[config.mk]
export PLATFORM = sky130hd
export DESIGN_NAME = humidity_temperature_frame_decoder
export DESIGN_NICKNAME = d
export VERILOG_FILES = /design/src/rtl/htfd_pkg.sv /design/src/rtl/htfd_crc8.sv /design/src/rtl/humidity_temperature_frame_decoder.sv
export SDC_FILE = /design/constraint.sdc
export NUM_CORES = 1
export LEC_CHECK = 0
export BUFFER_PORTS_ARGS = -buffer_cell sky130_fd_sc_hd__buf_2
export CAP_MARGIN = 30
export CORE_UTILIZATION = 50
export CTS_BUF_LIST = sky130_fd_sc_hd__clkbuf_8 sky130_fd_sc_hd__clkbuf_16
export DETAILED_ROUTE_END_ITERATION = 10
export HOLD_SLACK_MARGIN = 0.05
export PLACE_DENSITY_LB_ADDON = 0.3
export SETUP_SLACK_MARGIN = 0.05
export SYNTH_ARGS = -nofsm -noshare
export SYNTH_HDL_FRONTEND = slang
export SYNTH_SLANG_ARGS = --single-unit
[constraint.sdc]
create_clock -name i_clk -period 15.2 [get_ports i_clk]
set_input_delay 0.76 -clock i_clk [delete_from_list [all_inputs] [get_ports i_clk]]
set_output_delay 0.76 -clock i_clk [all_outputs]
set_load 0.05 [all_outputs]
[src/rtl/htfd_pkg.sv]
// ----------------------------------------------------------------------------
// htfd_pkg
// Shared types and constants for the humidity/temperature frame decoder.
// ----------------------------------------------------------------------------
`default_nettype none

package htfd_pkg;

    localparam int unsigned BYTE_W   = 8;
    localparam int unsigned OFFS_W   = 12;
    localparam int unsigned RAW_W    = 16;
    localparam int unsigned TEMP_W   = 15;
    localparam int unsigned HUM_W    = 14;
    localparam int unsigned STATUS_W = 2;

    localparam logic [BYTE_W-1:0] CRC_INIT = 8'hFF;
    localparam logic [BYTE_W-1:0] CRC_POLY = 8'h31;

    // scale factors: 175.00 degC and 100.00 %RH in hundredths
    localparam logic [14:0] TEMP_SCALE  = 15'd17500;
    localparam logic [13:0] HUM_SCALE   = 14'd10000;
    localparam logic signed [15:0] TEMP_BASE = 16'sd4500;

    typedef enum logic [STATUS_W-1:0] {
        ST_OK       = 2'd0,
        ST_TEMP_CRC = 2'd1,
        ST_HUM_CRC  = 2'd2
    } t_status;

    // position of the next byte in the frame
    typedef enum logic [5:0] {
        S_T_HI  = 6'b000001,
        S_T_LO  = 6'b000010,
        S_T_CRC = 6'b000100,
        S_H_HI  = 6'b001000,
        S_H_LO  = 6'b010000,
        S_H_CRC = 6'b100000
    } t_frame_state;

endpackage

`default_nettype wire

[src/rtl/htfd_crc8.sv]
// ----------------------------------------------------------------------------
// htfd_crc8
// One byte of CRC-8, polynomial 0x31, MSB first, unrolled.
// ----------------------------------------------------------------------------
`default_nettype none

module htfd_crc8 import htfd_pkg::*; (
    input  wire logic [BYTE_W-1:0] i_crc,
    input  wire logic [BYTE_W-1:0] i_data,
    output logic      [BYTE_W-1:0] o_crc
);

    always_comb begin
        logic [BYTE_W-1:0] c;
        c = i_crc ^ i_data;
        for (int k = 0; k < BYTE_W; k++) begin
            if (c[BYTE_W-1]) begin
                c = {c[BYTE_W-2:0], 1'b0} ^ CRC_POLY;
            end else begin
                c = {c[BYTE_W-2:0], 1'b0};
            end
        end
        o_crc = c;
    end

endmodule

`default_nettype wire

[src/rtl/humidity_temperature_frame_decoder.sv]
// ----------------------------------------------------------------------------
// humidity_temperature_frame_decoder
// CRC-checked decode of a six-byte humidity/temperature sensor readout.
// ----------------------------------------------------------------------------
// Takes one byte per cycle: temp hi, temp lo, temp CRC, hum hi, hum lo,
// hum CRC. Every byte is absorbed in the cycle it is accepted; the result
// for a frame appears in the output register on the cycle after its sixth
// byte. Scaling multiplies run early (temperature on the temp CRC byte,
// humidity on the hum CRC byte) so each cycle holds at most one multiply.
// o_in_stall rises only when the sixth byte is offered while a previous
// result is still held by a stalled consumer; every other byte is taken
// regardless. temp_offset is written through the cfg port (always ready)
// and is applied when the sixth byte arrives.
`default_nettype none

module humidity_temperature_frame_decoder import htfd_pkg::*; (
    input  wire logic                     i_clk,
    input  wire logic                     i_rst_n,
    // byte stream
    input  wire logic                     i_in_valid,
    output logic                          o_in_stall,
    input  wire logic [BYTE_W-1:0]        i_rx_byte,
    input  wire logic                     i_frame_start,
    // result
    output logic                          o_out_valid,
    input  wire logic                     i_out_stall,
    output logic [STATUS_W-1:0]           o_status,
    output logic signed [TEMP_W-1:0]      o_temperature_centi,
    output logic [HUM_W-1:0]              o_humidity_centi,
    // configuration
    input  wire logic                     i_cfg_valid,
    output logic                          o_cfg_ready,
    input  wire logic signed [OFFS_W-1:0] i_cfg_temp_offset
);

    t_frame_state               r_state, n_state, w_pos;
    logic [BYTE_W-1:0]          r_crc, n_crc, w_crc_seed, w_crc_next;
    logic [RAW_W-1:0]           r_temp_raw, n_temp_raw;
    logic [RAW_W-1:0]           r_hum_raw, n_hum_raw;
    logic                       r_temp_ok, n_temp_ok;
    logic [TEMP_W-1:0]          r_temp_scaled, n_temp_scaled;
    logic signed [OFFS_W-1:0]   r_offset;
    logic                       r_out_valid;
    logic [STATUS_W-1:0]        r_status;
    logic signed [TEMP_W-1:0]   r_temp_out;
    logic [HUM_W-1:0]           r_hum_out;

    logic                       w_accept, w_final;
    logic [30:0]                w_temp_prod;
    logic [29:0]                w_hum_prod;
    logic signed [15:0]         w_temp_full;
    t_status                    w_status;

    assign o_cfg_ready = 1'b1;

    // position of the incoming byte; stray state codes restart the frame
    always_comb begin
        if (i_frame_start) begin
            w_pos = S_T_HI;
        end else begin
            unique case (r_state)
                S_T_HI, S_T_LO, S_T_CRC,
                S_H_HI, S_H_LO, S_H_CRC: w_pos = r_state;
                default:                 w_pos = S_T_HI;
            endcase
        end
    end

    assign w_final    = (w_pos == S_H_CRC);
    assign o_in_stall = r_out_valid && i_out_stall && w_final;
    assign w_accept   = i_in_valid && !o_in_stall;

    assign w_crc_seed = (w_pos == S_T_HI || w_pos == S_H_HI) ? CRC_INIT : r_crc;

    htfd_crc8 u_crc (
        .i_crc  (w_crc_seed),
        .i_data (i_rx_byte),
        .o_crc  (w_crc_next)
    );

    assign w_temp_prod = 31'(r_temp_raw) * 31'(TEMP_SCALE);
    assign w_hum_prod  = 30'(r_hum_raw) * 30'(HUM_SCALE);

    // -45.00 degC base and user offset, 16-bit signed then trimmed
    assign w_temp_full = $signed({1'b0, r_temp_scaled}) - TEMP_BASE
                         - 16'(r_offset);

    always_comb begin
        if (!r_temp_ok) begin
            w_status = ST_TEMP_CRC;
        end else if (r_crc != i_rx_byte) begin
            w_status = ST_HUM_CRC;
        end else begin
            w_status = ST_OK;
        end
    end

    always_comb begin
        n_state       = r_state;
        n_crc         = r_crc;
        n_temp_raw    = r_temp_raw;
        n_hum_raw     = r_hum_raw;
        n_temp_ok     = r_temp_ok;
        n_temp_scaled = r_temp_scaled;
        if (w_accept) begin
            unique case (w_pos)
                S_T_HI: begin
                    n_crc      = w_crc_next;
                    n_temp_raw = {i_rx_byte, BYTE_W'(0)};
                    n_state    = S_T_LO;
                end
                S_T_LO: begin
                    n_crc      = w_crc_next;
                    n_temp_raw = {r_temp_raw[RAW_W-1:BYTE_W], i_rx_byte};
                    n_state    = S_T_CRC;
                end
                S_T_CRC: begin
                    n_temp_ok     = (r_crc == i_rx_byte);
                    n_temp_scaled = w_temp_prod[30:16];
                    n_crc         = CRC_INIT;
                    n_state       = S_H_HI;
                end
                S_H_HI: begin
                    n_crc     = w_crc_next;
                    n_hum_raw = {i_rx_byte, BYTE_W'(0)};
                    n_state   = S_H_LO;
                end
                S_H_LO: begin
                    n_crc     = w_crc_next;
                    n_hum_raw = {r_hum_raw[RAW_W-1:BYTE_W], i_rx_byte};
                    n_state   = S_H_CRC;
                end
                S_H_CRC: begin
                    n_crc   = CRC_INIT;
                    n_state = S_T_HI;
                end
                default: begin
                    n_state = S_T_HI;
                end
            endcase
        end
    end

    always_ff @(posedge i_clk) begin
        if (!i_rst_n) begin
            r_state    <= S_T_HI;
            r_crc      <= CRC_INIT;
            r_temp_raw <= '0;
            r_hum_raw  <= '0;
            r_temp_ok  <= 1'b0;
        end else begin
            r_state    <= n_state;
            r_crc      <= n_crc;
            r_temp_raw <= n_temp_raw;
            r_hum_raw  <= n_hum_raw;
            r_temp_ok  <= n_temp_ok;
        end
    end

    always_ff @(posedge i_clk) begin
        r_temp_scaled <= n_temp_scaled;
    end

    always_ff @(posedge i_clk) begin
        if (!i_rst_n) begin
            r_offset <= '0;
        end else if (i_cfg_valid && o_cfg_ready) begin
            r_offset <= i_cfg_temp_offset;
        end
    end

    // result register
    always_ff @(posedge i_clk) begin
        if (!i_rst_n) begin
            r_out_valid <= 1'b0;
        end else if (w_accept && w_final) begin
            r_out_valid <= 1'b1;
        end else if (!i_out_stall) begin
            r_out_valid <= 1'b0;
        end
    end

    always_ff @(posedge i_clk) begin
        if (w_accept && w_final) begin
            r_status <= w_status;
            if (w_status == ST_OK) begin
                r_temp_out <= w_temp_full[TEMP_W-1:0];
                r_hum_out  <= w_hum_prod[29:16];
            end else begin
                r_temp_out <= '0;
                r_hum_out  <= '0;
            end
        end
    end

    assign o_out_valid         = r_out_valid;
    assign o_status            = r_status;
    assign o_temperature_centi = r_temp_out;
    assign o_humidity_centi    = r_hum_out;

endmodule

`default_nettype wire

; After elaboration in Yosys (flattened, before gate mapping)
; Cells that the tools add are included.
[totals]
reg_bits = 106
out_inout_bits = 34
elab_cells = 81
[classes]
mux = 19
n_mul = 2
n_addsub = 2
reduce_logical = 19
n_eq_ne = 15
bitwise = 11
[op_table]
columns = operator, n
row1 = 16-bit case mux with 2 select lines, 2
row2 = 6-bit two-way mux, 10
row3 = 6-bit case mux with 5 select lines, 1
row4 = "16-bit by 13-bit multiplier with 29-bit output, second input constant", 1
row5 = "16-bit by 10-bit multiplier with 26-bit output, second input constant", 1
row6 = 3-bit NOT, 8
row7 = 8-bit case mux with 2 select lines, 1
row8 = 15-bit by 12-bit subtractor with 15-bit output, 1
row9 = "15-bit by 13-bit subtractor with 15-bit output, second input constant", 1
row10 = "6-bit by 1-bit equality test with 1-bit output, second input constant", 2
row11 = "6-bit by 2-bit equality test with 1-bit output, second input constant", 2
row12 = "6-bit by 3-bit equality test with 1-bit output, second input constant", 2
row13 = "6-bit by 4-bit equality test with 1-bit output, second input constant", 2
row14 = "6-bit by 5-bit equality test with 1-bit output, second input constant", 2
row15 = "6-bit equality test, second input constant", 2
row16 = 8-bit equality test, 1
row17 = 8-bit two-way mux, 1
row18 = 8-bit != test, 1
row19 = 2-bit AND reduction, 4
row20 = 8-bit bitwise XOR, 1
row21 = 3-bit AND reduction, 2
row22 = 2-bit nonzero test, 3
row23 = 6-bit OR reduction, 1
row24 = 1-bit logical AND, 4
row25 = 9 further kinds, 12

; Depth between registers and ports, before layout
; Gate-level depths: netlist of the first run.
[depth]
ltp_word = 25
depth_mapped = 20
ltp_nobuf = 20

; Cells and area by module
; From an unflattened synthesis of the first run, not the netlist that was laid out.
[unflattened]
cells_unflattened = 1018
area_unflattened_um2 = 10212.3
[modules_own_cells]
columns = module, cells_each, n_inst, area_each_um2
row1 = humidity_temperature_frame_decoder, 999, 1, 9997.1
row2 = htfd_crc8, 19, 1, 215.2

; Worst setup path after synthesis of the first run
; Ideal clock, no wire load.
[synth_timing]
kind = register to register
startpoint = reg r_hum_raw[4]
endpoint = reg r_hum_out[12] (netlist: o_humidity_centi[12]) (data pin)
arrival_ns = 4.583
required_ns = 14.935
period_less_slack_ns = 4.848
path_stages_with_launch = 21
path_buffers = 0
setup_time_ns = 0.265
setup_slack_ns = 10.352
path_cell_list = dfxtp_1 inv_1 fa_1 inv_1 ha_1 inv_1 fa_1 inv_1 ha_1 inv_1 fa_1 inv_1 ha_1 a21o_1 a221o_1 o2111ai_1 a31oi_1 o211ai_1 nand3b_1 a211oi_1 nor3_1
[synth_between]
elab_chain_cells = 1
[synth_lines]
columns = item, line_no
row1 = from (decl), humidity_temperature_frame_decoder.sv:39  ; logic [RAW_W-1:0] r_hum_raw, n_hum_raw;
row2 = from (signal assigned), humidity_temperature_frame_decoder.sv:155  ; r_hum_raw <= n_hum_raw;
row3 = 16-bit by 10-bit multiplier with 26-bit output, humidity_temperature_frame_decoder.sv:82  ; assign w_hum_prod = 30'(r_hum_raw) * 30'(HUM_SCALE);
row4 = to (signal assigned), humidity_temperature_frame_decoder.sv:188  ; r_hum_out <= w_hum_prod[29:16];
row5 = to (decl), humidity_temperature_frame_decoder.sv:46  ; logic [HUM_W-1:0] r_hum_out;
; No other way between the ends.
; A chain may end at the register's enable or synchronous reset.

; Worst setup path after layout of the first run
[layout_timing]
startpoint = reg r_temp_raw[8]
endpoint = reg r_temp_scaled[13] (data pin)
[layout_between]
elab_chain_cells = 1
[layout_lines]
columns = item, line_no
row1 = from (decl), humidity_temperature_frame_decoder.sv:38  ; logic [RAW_W-1:0] r_temp_raw, n_temp_raw;
row2 = from (signal assigned), humidity_temperature_frame_decoder.sv:154  ; r_temp_raw <= n_temp_raw;
row3 = 16-bit by 13-bit multiplier with 29-bit output, humidity_temperature_frame_decoder.sv:81  ; assign w_temp_prod = 31'(r_temp_raw) * 31'(TEMP_SCALE);
row4 = via w_temp_prod[29], humidity_temperature_frame_decoder.sv:49  ; logic [30:0] w_temp_prod;
row5 = to (signal assigned), humidity_temperature_frame_decoder.sv:161  ; r_temp_scaled <= n_temp_scaled;
row6 = to (decl), humidity_temperature_frame_decoder.sv:41  ; logic [TEMP_W-1:0] r_temp_scaled, n_temp_scaled;
; The timed path passes the listed nets, and every way through them passes these cells.

==> results.yml, run 1 <==
critical_path:
  path_class: "register to register"
  reg2reg_depth: 16
  r2r-start: "r_temp_raw[8]$_SDFFE_PN0P_"
  cp-startpoint: "r_temp_raw[8]$_SDFFE_PN0P_"
  endpoint_kind: "register"
  start_kind: "register"
  path_max_fanout: 7
  crit_arrival_ns: 5.42
  cpPeakStageDelay_ns: 0.55
  timing.rr.end: "r_temp_scaled[13]$_DFFE_PP_"
  required_ns: 15.29
  critPathBufInv: 2
  cp_slowest_cell: "o31ai_1"
  r2r_slack_ns: 9.87
  cp_top_family: "adder cells"
  crit_end: "r_temp_scaled[13]$_DFFE_PP_"
  path_cells: "ha_1, fa_1, ha_1, inv_1, fa_1, inv_1, fa_1, ha_1, a211oi_1, nand2_1, a21oi_1, a21oi_1, o31ai_1, o21ai_0, o41ai_1, xnor2_1"
  crit_cells: 16
layout:
  drive_above_1_share_pct: 8.40
  n_antenna_cell: 0
  final_core_util_pct: 55.0
  final_cells: 1389
  fin_nets: 1409
  area_delta_synth_final_pct: 7.41
pwr:
  vdd_ir_drop_max_mv: 0.0505
  comb_power_share_pct: 20.8
  power_frac_seq_pct: 45.2
  leakage_uw: 0.00583
  p_int_uw: 494
  swShare_pct: 28.7
  p_clk_share_pct: 34.0
  p_per_area_mw_per_mm2: 62.1
  power.switching_uw: 199
global_route:
  overflow: 0
  grt_use_total_pct: 19.7
  first_global_vias: 7336
  grt_pass1_wl_um: 34300
  antenna_found_initial: 0
  grt_max_degree: 57
synthesis:
  synthCells: 1077
  synthTopCellsByArea: "ha_1 23%, fa_1 15%, edfxtp_1 13%"
  synth_edf_count: 46
  syn_area_per_cell_um2: 9.65
  postSynthNetCount: 1372
  synth.largest_area_cell: "ha_1"
  synth-seq-cells: 106
  synth_top_area_share_pct: 22.9
  syn_area_mm2: 0.0104
  synth.distinct_cells: 65
  yosysWarnings: 0
  async_reset_ff_share_pct: 0
  ys_seq_area_share_pct: 24.8
  ys.flop_type: "dfxtp_1"
timing:
  finalMaxSlewViolations: 0
  rsz0062_at_grt: "no"
  max_freq_mhz: 188
  setup_violations: 0
  worstMarginPinSlew_ns: 0.850
  final.min_clock_period_ns: 5.33
  finalCritPeriodShare_pct: 35.1
  skew_ns: 0.00903
  hold_slack_ns: 0.481
  hold_violations: 0
  postLayoutSetupSlackWorst_ns: 9.87
  slew_headroom_pct: 43.3
  fin_tns_setup_ns: 0
worst_hold_path:
  hold_class: "register to register"
die:
  start_util_pct: 51.2
  die_w_um: 146
  rows: 52
  num_io_pins: 60
  die-area_mm2: 0.0214
  core_mm2: 0.0203
  die_height_um: 146
clock_network:
  cts-hold-fix-buffers: 0
  post-cts-setup-buffer-count: 0
  cts_resized: 0
  cts_tree: "yes"
  numCtsBuffers: 9
  clock_sinks: 106
  clock_path_buffers: 2
  cts_root_buffer: "clkbuf_16"
  ctsHtreeMaxLevel: 3
  clk_latency_ns: 0.35
  cts.clk_slew.worst_paths_ns: 0.07
placed_design:
  place_inst: 1373
  gp_congestion: 0.870
  dp_worst_setup_slack_ns: 9.92
  dpl.hpwl_um: 15800
  port_buffers: 58
outcome:
  status: "finished clean"
routing:
  drt_first_iter_violations: 290
  via_per_inst: 5.20
  wl_um: 19700
  num_vias: 7226
  route.detailed.drc: 0
  wl_per_cell_um: 14.2
  antenna_left: 0
  drtPass1Iterations: 4
job:
  max_cap_violations: 0
-- worst reg2reg max path: stages (launching register included) --
cell and delay (ns):
dfxtp_1 0.53, ha_1 0.33, fa_1 0.49, ha_1 0.29, inv_1 0.04, fa_1 0.48
inv_1 0.06, fa_1 0.41, ha_1 0.29, a211oi_1 0.24, nand2_1 0.07, a21oi_1 0.20
a21oi_1 0.18, o31ai_1 0.55, o21ai_0 0.28, o41ai_1 0.51, xnor2_1 0.11
-- power groups by stage --
stage	logic [uW]	registers, uW	clock network [uW]
CTS	146	313	242
global route	166	314	253
floorplan	114	316	0
finish	144	313	235
global placement	141	320	0
detailed placement	143	320	0
-- placed cells by master (no fill, tap or decap), drive strengths merged, types with 18 or more instances in the layout --
| cell type | synthesis | routed |
|---|---|---|
| nor3 | 20 | 20 |
| xor2 | 18 | 18 |
| nand3 | 30 | 30 |
| fa | 79 | 79 |
| o21ai | 24 | 24 |
| a21oi | 53 | 53 |
| ha | 190 | 190 |
| buf | 18 | 61 |
| nand2 | 53 | 53 |
| edfxtp | 46 | 46 |
| xnor2 | 40 | 40 |
| inv | 200 | 203 |
| dfxtp | 60 | 60 |
| nor2 | 69 | 69 |
| mux2i | 23 | 23 |
-- kinds of logic after synthesis --
family | Yosys count | share of synthesized area, %
fa+ha+maj | 269 | 38.1
xor+xnor | 59 | 5.25
other cells | 1 | 0.0361
compound gates | 146 | 9.03
flops | 106 | 24.8
mux | 23 | 2.21
simple gates | 238 | 11.7
buf+inv | 235 | 8.88
-- worst min path at each step --
stage	endpoint	slack, ns	cells after the start	start
after detailed placement	o_out_valid$_SDFFE_PN0P_	0.47	2	o_out_valid$_SDFFE_PN0P_
after global routing	r_hum_raw[9]$_SDFFE_PN0P_	0.52	2	r_hum_raw[9]$_SDFFE_PN0P_
final	o_out_valid$_SDFFE_PN0P_	0.48	2	o_out_valid$_SDFFE_PN0P_
after CTS	o_out_valid$_SDFFE_PN0P_	0.48	2	o_out_valid$_SDFFE_PN0P_
after floorplan	r_hum_raw[10]$_SDFFE_PN0P_	0.45	2	r_hum_raw[10]$_SDFFE_PN0P_
after global placement	o_out_valid$_SDFFE_PN0P_	0.46	2	o_out_valid$_SDFFE_PN0P_
-- registers in the layout (all words and copies together) (netlist names) --
register,flops
r_state,6
o_out_valid,1
o_temperature_centi,15
r_temp_ok,1
r_temp_raw,16
r_crc,8
o_status,2
r_hum_raw,16
o_humidity_centi,14
r_offset,12
r_temp_scaled,15
-- area by class of cell --
class	count	area, um^2
sequential	106	2580
clock buffer	9	225
clock inverter	7	67.6
multi-input combinational	736	6890
inverter	200	751
fill	1827	9130
timing repair buffer	61	313
tap	270	338
-- metal layers --
metal  global-route usage, %  vias to the layer above  part of all wire (%)
met2                    33.4                       76                    48
met5                       0                        -                     0
met4                    4.69                        0                   1.1
met1                    26.9                     3460                    48
li1                        -                     3676                     -
met3                    2.16                       14                   2.0
-- metrics by stage --
stage,total power (uW),area [um^2]
floorplan,430,10400
global placement,461,10900
detailed placement,463,10900
CTS,701,11200
global route,734,11200
finish,693,11200
-- synthesized netlist by cell type, drive strengths merged (17+ instances only) --
library cell  count
mux2i            23
nor2             69
xor2             18
a21oi            53
nand2            53
o21ai            24
xnor2            40
nand3            30
ha              190
dfxtp            60
clkbuf           17
edfxtp           46
buf              18
fa               79
inv             200
nor3             20
No activity file was read; power rests on OpenSTA's default activity.
==> inputs of run 2 (changes only) <==
--- a/config.mk
+++ b/config.mk
@@ -5,6 +5,7 @@
 export SDC_FILE = /design/constraint.sdc
 export NUM_CORES = 1
 export LEC_CHECK = 0
+export ABC_AREA = 1
 export BUFFER_PORTS_ARGS = -buffer_cell sky130_fd_sc_hd__buf_2
 export CAP_MARGIN = 30
 export CORE_UTILIZATION = 50
==> constraint.sdc (replaced) <==
create_clock -name i_clk -period 5.57 [get_ports i_clk]
set_input_delay 0.2785 -clock i_clk [delete_from_list [all_inputs] [get_ports i_clk]]
set_output_delay 0.2785 -clock i_clk [all_outputs]
set_load 0.05 [all_outputs]
==> results.yml, run 2 <==
outcome:
  status: "finished clean"
layout:
  drive_above_1_share_pct: 9.38
  top_regs: "r_hum_raw: 16 flops, r_temp_raw: 16 flops"
  final_cell_mix: "266 x inv_1, 195 x nand2_1, 190 x ha_1, 123 x a21oi_1, 79 x fa_1"
  final_common_cell: "inv_1"
  final_core_util_pct: 55.3
  fin_nets: 1644
  n_antenna_cell: 0
  area_delta_synth_final_pct: 7.97
pwr:
  vdd_ir_drop_max_mv: 0.118
  p_per_area_mw_per_mm2: 184
  leakage_uw: 0.00638
critical_path:
  critPathBufInv: 4
  timing.rr.end: "r_temp_scaled[12]$_DFFE_PP_"
  crit_arrival_ns: 4.85
  start_kind: "register"
  cp_top_family: "adder cells"
  cp_common_cell: "inv_1"
  path_cells: "ha_1, inv_1, fa_1, inv_1, ha_1, fa_1, inv_1, fa_1, inv_1, ha_1, nand2_1, nor2_1, nand4_1, o211ai_1, a21oi_1, o21ai_0, nand3b_1, nand3_1, nand2_1"
  endpoint_kind: "register"
  r2r_slack_ns: 0.83
  path_max_fanout: 7
  path_class: "register to register"
  cpPeakStageDelay_ns: 0.53
  required_ns: 5.68
  cp_slowest_cell: "fa_1"
  r2r-start: "r_temp_raw[11]$_SDFFE_PN0P_"
  reg2reg_depth: 19
die:
  core_mm2: 0.0212
  num_io_pins: 60
  die_w_um: 149
  start_util_pct: 51.2
  rows: 53
  die_height_um: 149
  die-area_mm2: 0.0222
timing:
  skew_ns: 0.0143
  worstMarginPinSlew_ns: 0.788
  rsz0062_at_grt: "no"
  setup_violations: 0
  slew_headroom_pct: 47.1
  finalCritPeriodShare_pct: 85.2
  hold_violations: 0
  fin_tns_setup_ns: 0
  finalMaxSlewViolations: 0
  final.min_clock_period_ns: 4.74
  max_freq_mhz: 211
placed_design:
  gp_congestion: 0.882
  dpl.hpwl_um: 18600
  port_buffers: 58
global_route:
  grt_pass1_wl_um: 37600
  grt_max_degree: 35
  grt_use_total_pct: 21.4
  overflow: 0
  first_global_vias: 7856
  antenna_found_initial: 0
clock_network:
  cts_resized: 0
  ctsHtreeMaxLevel: 3
  post-cts-setup-buffer-count: 0
  cts-hold-fix-buffers: 0
  clock_sinks: 106
  cts_tree: "yes"
  clock_path_buffers: 2
  cts_root_buffer: "clkbuf_16"
  cts.clk_slew.worst_paths_ns: 0.07
  numCtsBuffers: 9
  clk_latency_ns: 0.36
routing:
  wl_per_cell_um: 13.7
  wl_um: 22400
  via_per_inst: 5.16
  drt_first_iter_violations: 386
  antenna_left: 0
  route.detailed.drc: 0
  num_vias: 8402
  drtPass1Iterations: 5
synthesis:
  synthMuxAreaShare_pct: 0
  synth_compound_gate_area_share_pct: 11.8
  synthTopCellsByArea: "ha_1 22%, fa_1 15%, edfxtp_1 13%"
  synthXorXnorAreaFrac_pct: 2.02
  ys.flop_type: "dfxtp_1"
  synth-seq-cells: 106
  synth_fa_ha_area_share_pct: 36.6
  synth_top_family_by_area: "adder cells"
  async_reset_ff_share_pct: 0
  synth_edf_count: 46
  synthCells: 1293
  ys_top_cells_by_count: "265 x inv_1, 195 x nand2_1, 190 x ha_1"
  yosysMostFrequentCell: "inv_1"
  synth.distinct_cells: 47
  syn_area_mm2: 0.0108
  ys_seq_area_share_pct: 23.9
  synth-simple-area-share_pct: 15.1
  synth_top_area_share_pct: 22.0
  yosysWarnings: 0
  syn_area_per_cell_um2: 8.37
  synth.largest_area_cell: "ha_1"
  postSynthNetCount: 1588
worst_hold_path:
  hp-start: "i_cfg_temp_offset[10]"
  hold_class: "input pin to register"
  min_delay_path_depth: 3
  hold_end: "r_offset[10]$_SDFFE_PN0P_"
job:
  max_cap_violations: 0
run 2: cell type report:
class | count | area (um^2)
inverters | 283 | 1060
fillers | 1954 | 9460
clock inverters | 7 | 77.6
well taps | 275 | 344
repair buffers | 60 | 305
multi-input cells | 889 | 7090
flip-flops and latches | 106 | 2580
clock buffers | 9 | 225
run 2: cell families after synthesis:
kind of cell	count (synthesis)
simple gates	360
buf+inv	298
fa+ha+maj	269
compound gates	234
flops	106
xor+xnor	25
other cells	1
run 2: power breakdown:
| part | switching [uW] | internal (uW) |
|---|---|---|
| Combinational | 406 | 232 |
| Clock | 303 | 353 |
| Sequential | 21.0 | 838 |
run 2: worst max-delay path by stage:
stage | slack, ns | startpoint | cells after the start | endpoint
finish | 0.83 | r_temp_raw[11]$_SDFFE_PN0P_ | 19 | r_temp_scaled[12]$_DFFE_PP_
global route | 0.54 | r_temp_raw[11]$_SDFFE_PN0P_ | 19 | r_temp_scaled[12]$_DFFE_PP_
CTS | 0.85 | r_temp_raw[11]$_SDFFE_PN0P_ | 19 | r_temp_scaled[12]$_DFFE_PP_
detailed placement | 0.87 | r_temp_raw[11]$_SDFFE_PN0P_ | 19 | r_temp_scaled[12]$_DFFE_PP_
global placement | 0.94 | r_temp_raw[11]$_SDFFE_PN0P_ | 19 | r_temp_scaled[12]$_DFFE_PP_
floorplan | 1.27 | r_temp_raw[11]$_SDFFE_PN0P_ | 19 | r_temp_scaled[12]$_DFFE_PP_
run 2: worst min-delay path: stages:
cell	delay, ns
buf_2	0.07
nor2_1	0.03
nor2_1	0.08
run 2: layer usage:
layer  vias to the layer above  wire length [um]  share of wire (%)  global-route usage [%]
li1                       4332                 -                  -                       -
met1                      3929             10700                 48                    29.1
met2                       125             10800                 48                    36.2
met3                        16               721                3.2                    2.57
met4                         0               214               0.96                    4.90
met5                         -                 0                  0                       0
run 2: metrics by stage:
| step | total power [uW] | std cells | setup WS, ns | hold WS, ns | cell area, um^2 |
|---|---|---|---|---|---|
| global route | 2280 | 1629 | 0.541 | 0.152 | 11700 |
| CTS | 2160 | 1629 | 0.853 | 0.131 | 11700 |
| detailed placement | 1510 | 1613 | 0.875 | 0.460 | 11400 |
| floorplan | 1350 | 1293 | 1.27 | 0.413 | 10800 |
| global placement | 1500 | 1613 | 0.940 | 0.464 | 11400 |
| finish | 2150 | 1629 | 0.827 | 0.145 | 11700 |
==> inputs of run 3 (changes only) <==
--- a/config.mk
+++ b/config.mk
@@ -6,11 +6,11 @@
 export NUM_CORES = 1
 export LEC_CHECK = 0
 export ABC_AREA = 1
-export BUFFER_PORTS_ARGS = -buffer_cell sky130_fd_sc_hd__buf_2
 export CAP_MARGIN = 30
 export CORE_UTILIZATION = 50
 export CTS_BUF_LIST = sky130_fd_sc_hd__clkbuf_8 sky130_fd_sc_hd__clkbuf_16
 export DETAILED_ROUTE_END_ITERATION = 10
+export DONT_BUFFER_PORTS = 1
 export HOLD_SLACK_MARGIN = 0.05
 export PLACE_DENSITY_LB_ADDON = 0.3
 export SETUP_SLACK_MARGIN = 0.05
==> results.yml, run 3 (synthesis results as in run 2) <==
critical_path:
  r2r-start: "r_temp_raw[11]$_SDFFE_PN0P_"
  cp_slowest_cell: "fa_1"
  path_max_fanout: 7
  cp_top_family: "adder cells"
  cp_common_cell: "inv_1"
  cp-startpoint: "r_temp_raw[11]$_SDFFE_PN0P_"
  crit_arrival_ns: 4.80
  timing.rr.end: "r_temp_scaled[12]$_DFFE_PP_"
  required_ns: 5.69
  crit_cells: 19
  cpPeakStageDelay_ns: 0.53
  critPathBufInv: 4
  reg2reg_depth: 19
  path_class: "register to register"
  crit_end: "r_temp_scaled[12]$_DFFE_PP_"
  endpoint_kind: "register"
  r2r_slack_ns: 0.89
  start_kind: "register"
  path_cells: "ha_1, inv_1, fa_1, inv_1, ha_1, fa_1, inv_1, fa_1, inv_1, ha_1, nand2_1, nor2_1, nand4_1, o211ai_1, a21oi_1, o21ai_0, nand3b_1, nand3_1, nand2_1"
routing:
  drtPass1Iterations: 5
  drt_first_iter_violations: 417
  wl_per_cell_um: 14.4
  via_per_inst: 5.24
  route.detailed.drc: 0
  wl_um: 22600
  antenna_left: 0
  num_vias: 8239
pwr:
  vdd_ir_drop_max_mv: 0.182
  p_per_area_mw_per_mm2: 185
  leakage_uw: 0.00615
  power_uw: 2110
timing:
  setup_violations: 0
  final.min_clock_period_ns: 4.68
  hold_violations: 0
  fin_tns_setup_ns: 0
  worstMarginPinSlew_ns: 0.767
  max_freq_mhz: 213
  finalCritPeriodShare_pct: 84.1
  postLayoutSetupSlackWorst_ns: 0.886
  finalMaxSlewViolations: 0
  rsz0062_at_grt: "no"
  skew_ns: 0.00940
  slew_headroom_pct: 48.6
clock_network:
  clock_path_buffers: 2
  post-cts-setup-buffer-count: 0
  ctsHtreeMaxLevel: 3
  cts-hold-fix-buffers: 1
  cts_resized: 0
  cts_tree: "yes"
  cts.clk_slew.worst_paths_ns: 0.07
  numCtsBuffers: 9
  clock_sinks: 106
  cts_root_buffer: "clkbuf_16"
  clk_latency_ns: 0.36
placed_design:
  place_inst: 1555
  dpl.hpwl_um: 18500
  gp_congestion: 0.895
  dp_worst_setup_slack_ns: 0.877
  port_buffers: 0
global_route:
  first_global_vias: 8021
  grt_max_degree: 33
  grt_use_total_pct: 21.4
  grt_pass1_wl_um: 37700
  antenna_found_initial: 0
  overflow: 0
layout:
  final_cells: 1572
  top_regs: "r_hum_raw: 16 flops, r_temp_raw: 16 flops"
  final_cell_mix: "265 x inv_1, 195 x nand2_1, 190 x ha_1, 123 x a21oi_1, 79 x fa_1"
  fin_nets: 1587
  n_antenna_cell: 0
  final_common_cell: "inv_1"
  drive_above_1_share_pct: 5.40
  area_delta_synth_final_pct: 5.37
outcome:
  status: "finished clean"
die:
  die_height_um: 149
  num_io_pins: 60
  core_mm2: 0.0212
  rows: 53
  die-area_mm2: 0.0222
  start_util_pct: 51.2
  die_w_um: 149
worst_hold_path:
  hold_class: "input pin to register"
job:
  max_cap_violations: 0
[run 3: changes by cell type in the layout (fill, tap and decap cells not counted), sizes merged]
cell         delta
clkinv          +1
inv             -1
buf            -58
dlygate4sd3     +1
[run 3: worst min path at each step]
stage	cells past startpoint	to	start
3_5_place_dp	1	r_state[0]$_SDFFE_PN1P_	i_rst_n
6_report	2	r_offset[6]$_SDFFE_PN0P_	i_cfg_temp_offset[6]
3_3_place_gp	1	r_state[0]$_SDFFE_PN1P_	i_rst_n
5_1_grt	2	r_offset[10]$_SDFFE_PN0P_	i_cfg_temp_offset[10]
4_1_cts	2	r_temp_ok$_SDFFE_PN0P_	i_rst_n
2_1_floorplan	2	r_offset[10]$_SDFFE_PN0P_	i_cfg_temp_offset[10]
[run 3: through the flow]
stage	area, um^2	utilization [%]	hold WS (ns)
after floorplan	10800	-	0.413
after global placement	11100	52.5	0.395
after detailed placement	11100	52.5	0.394
after CTS	11400	53.9	0.0526
after global routing	11400	53.9	0.0549
final	11400	53.9	0.0607
[run 3: metal layers]
layer	share of wire [%]	vias to the layer above	GRT usage [%]
met3	3.7	29	2.78
li1	-	4202	-
met2	48	155	36.7
met1	47	3853	28.2
met5	0	-	0
met4	1.6	0	5.77
[run 3: cell type report]
| class | count | area, um^2 |
|---|---|---|
| Timing Repair Buffer | 3 | 25.0 |
| Multi-Input combinational cell | 889 | 7090 |
| Clock inverter | 7 | 76.3 |
| Fill cell | 1942 | 9740 |
| Clock buffer | 9 | 225 |
| Inverter | 283 | 1060 |
| Tap cell | 275 | 344 |
| Sequential cell | 106 | 2580 |
[run 3: worst register-to-register path: cells and delay by family, from the launching register on]
kind | cells | cell delay [ns]
AO/OA/AOI/OAI | 3 | 0.87
adder cells (fa/ha/maj) | 6 | 2.43
buffers and inverters | 4 | 0.19
flip-flops | 1 | 0.39
AND/OR/NAND/NOR | 6 | 0.57
[run 3: power breakdown]
group / switching, uW / internal, uW
Sequential: 20.7 / 838
Combinational: 382 / 226
Clock: 297 / 352
Total: 699 / 1420
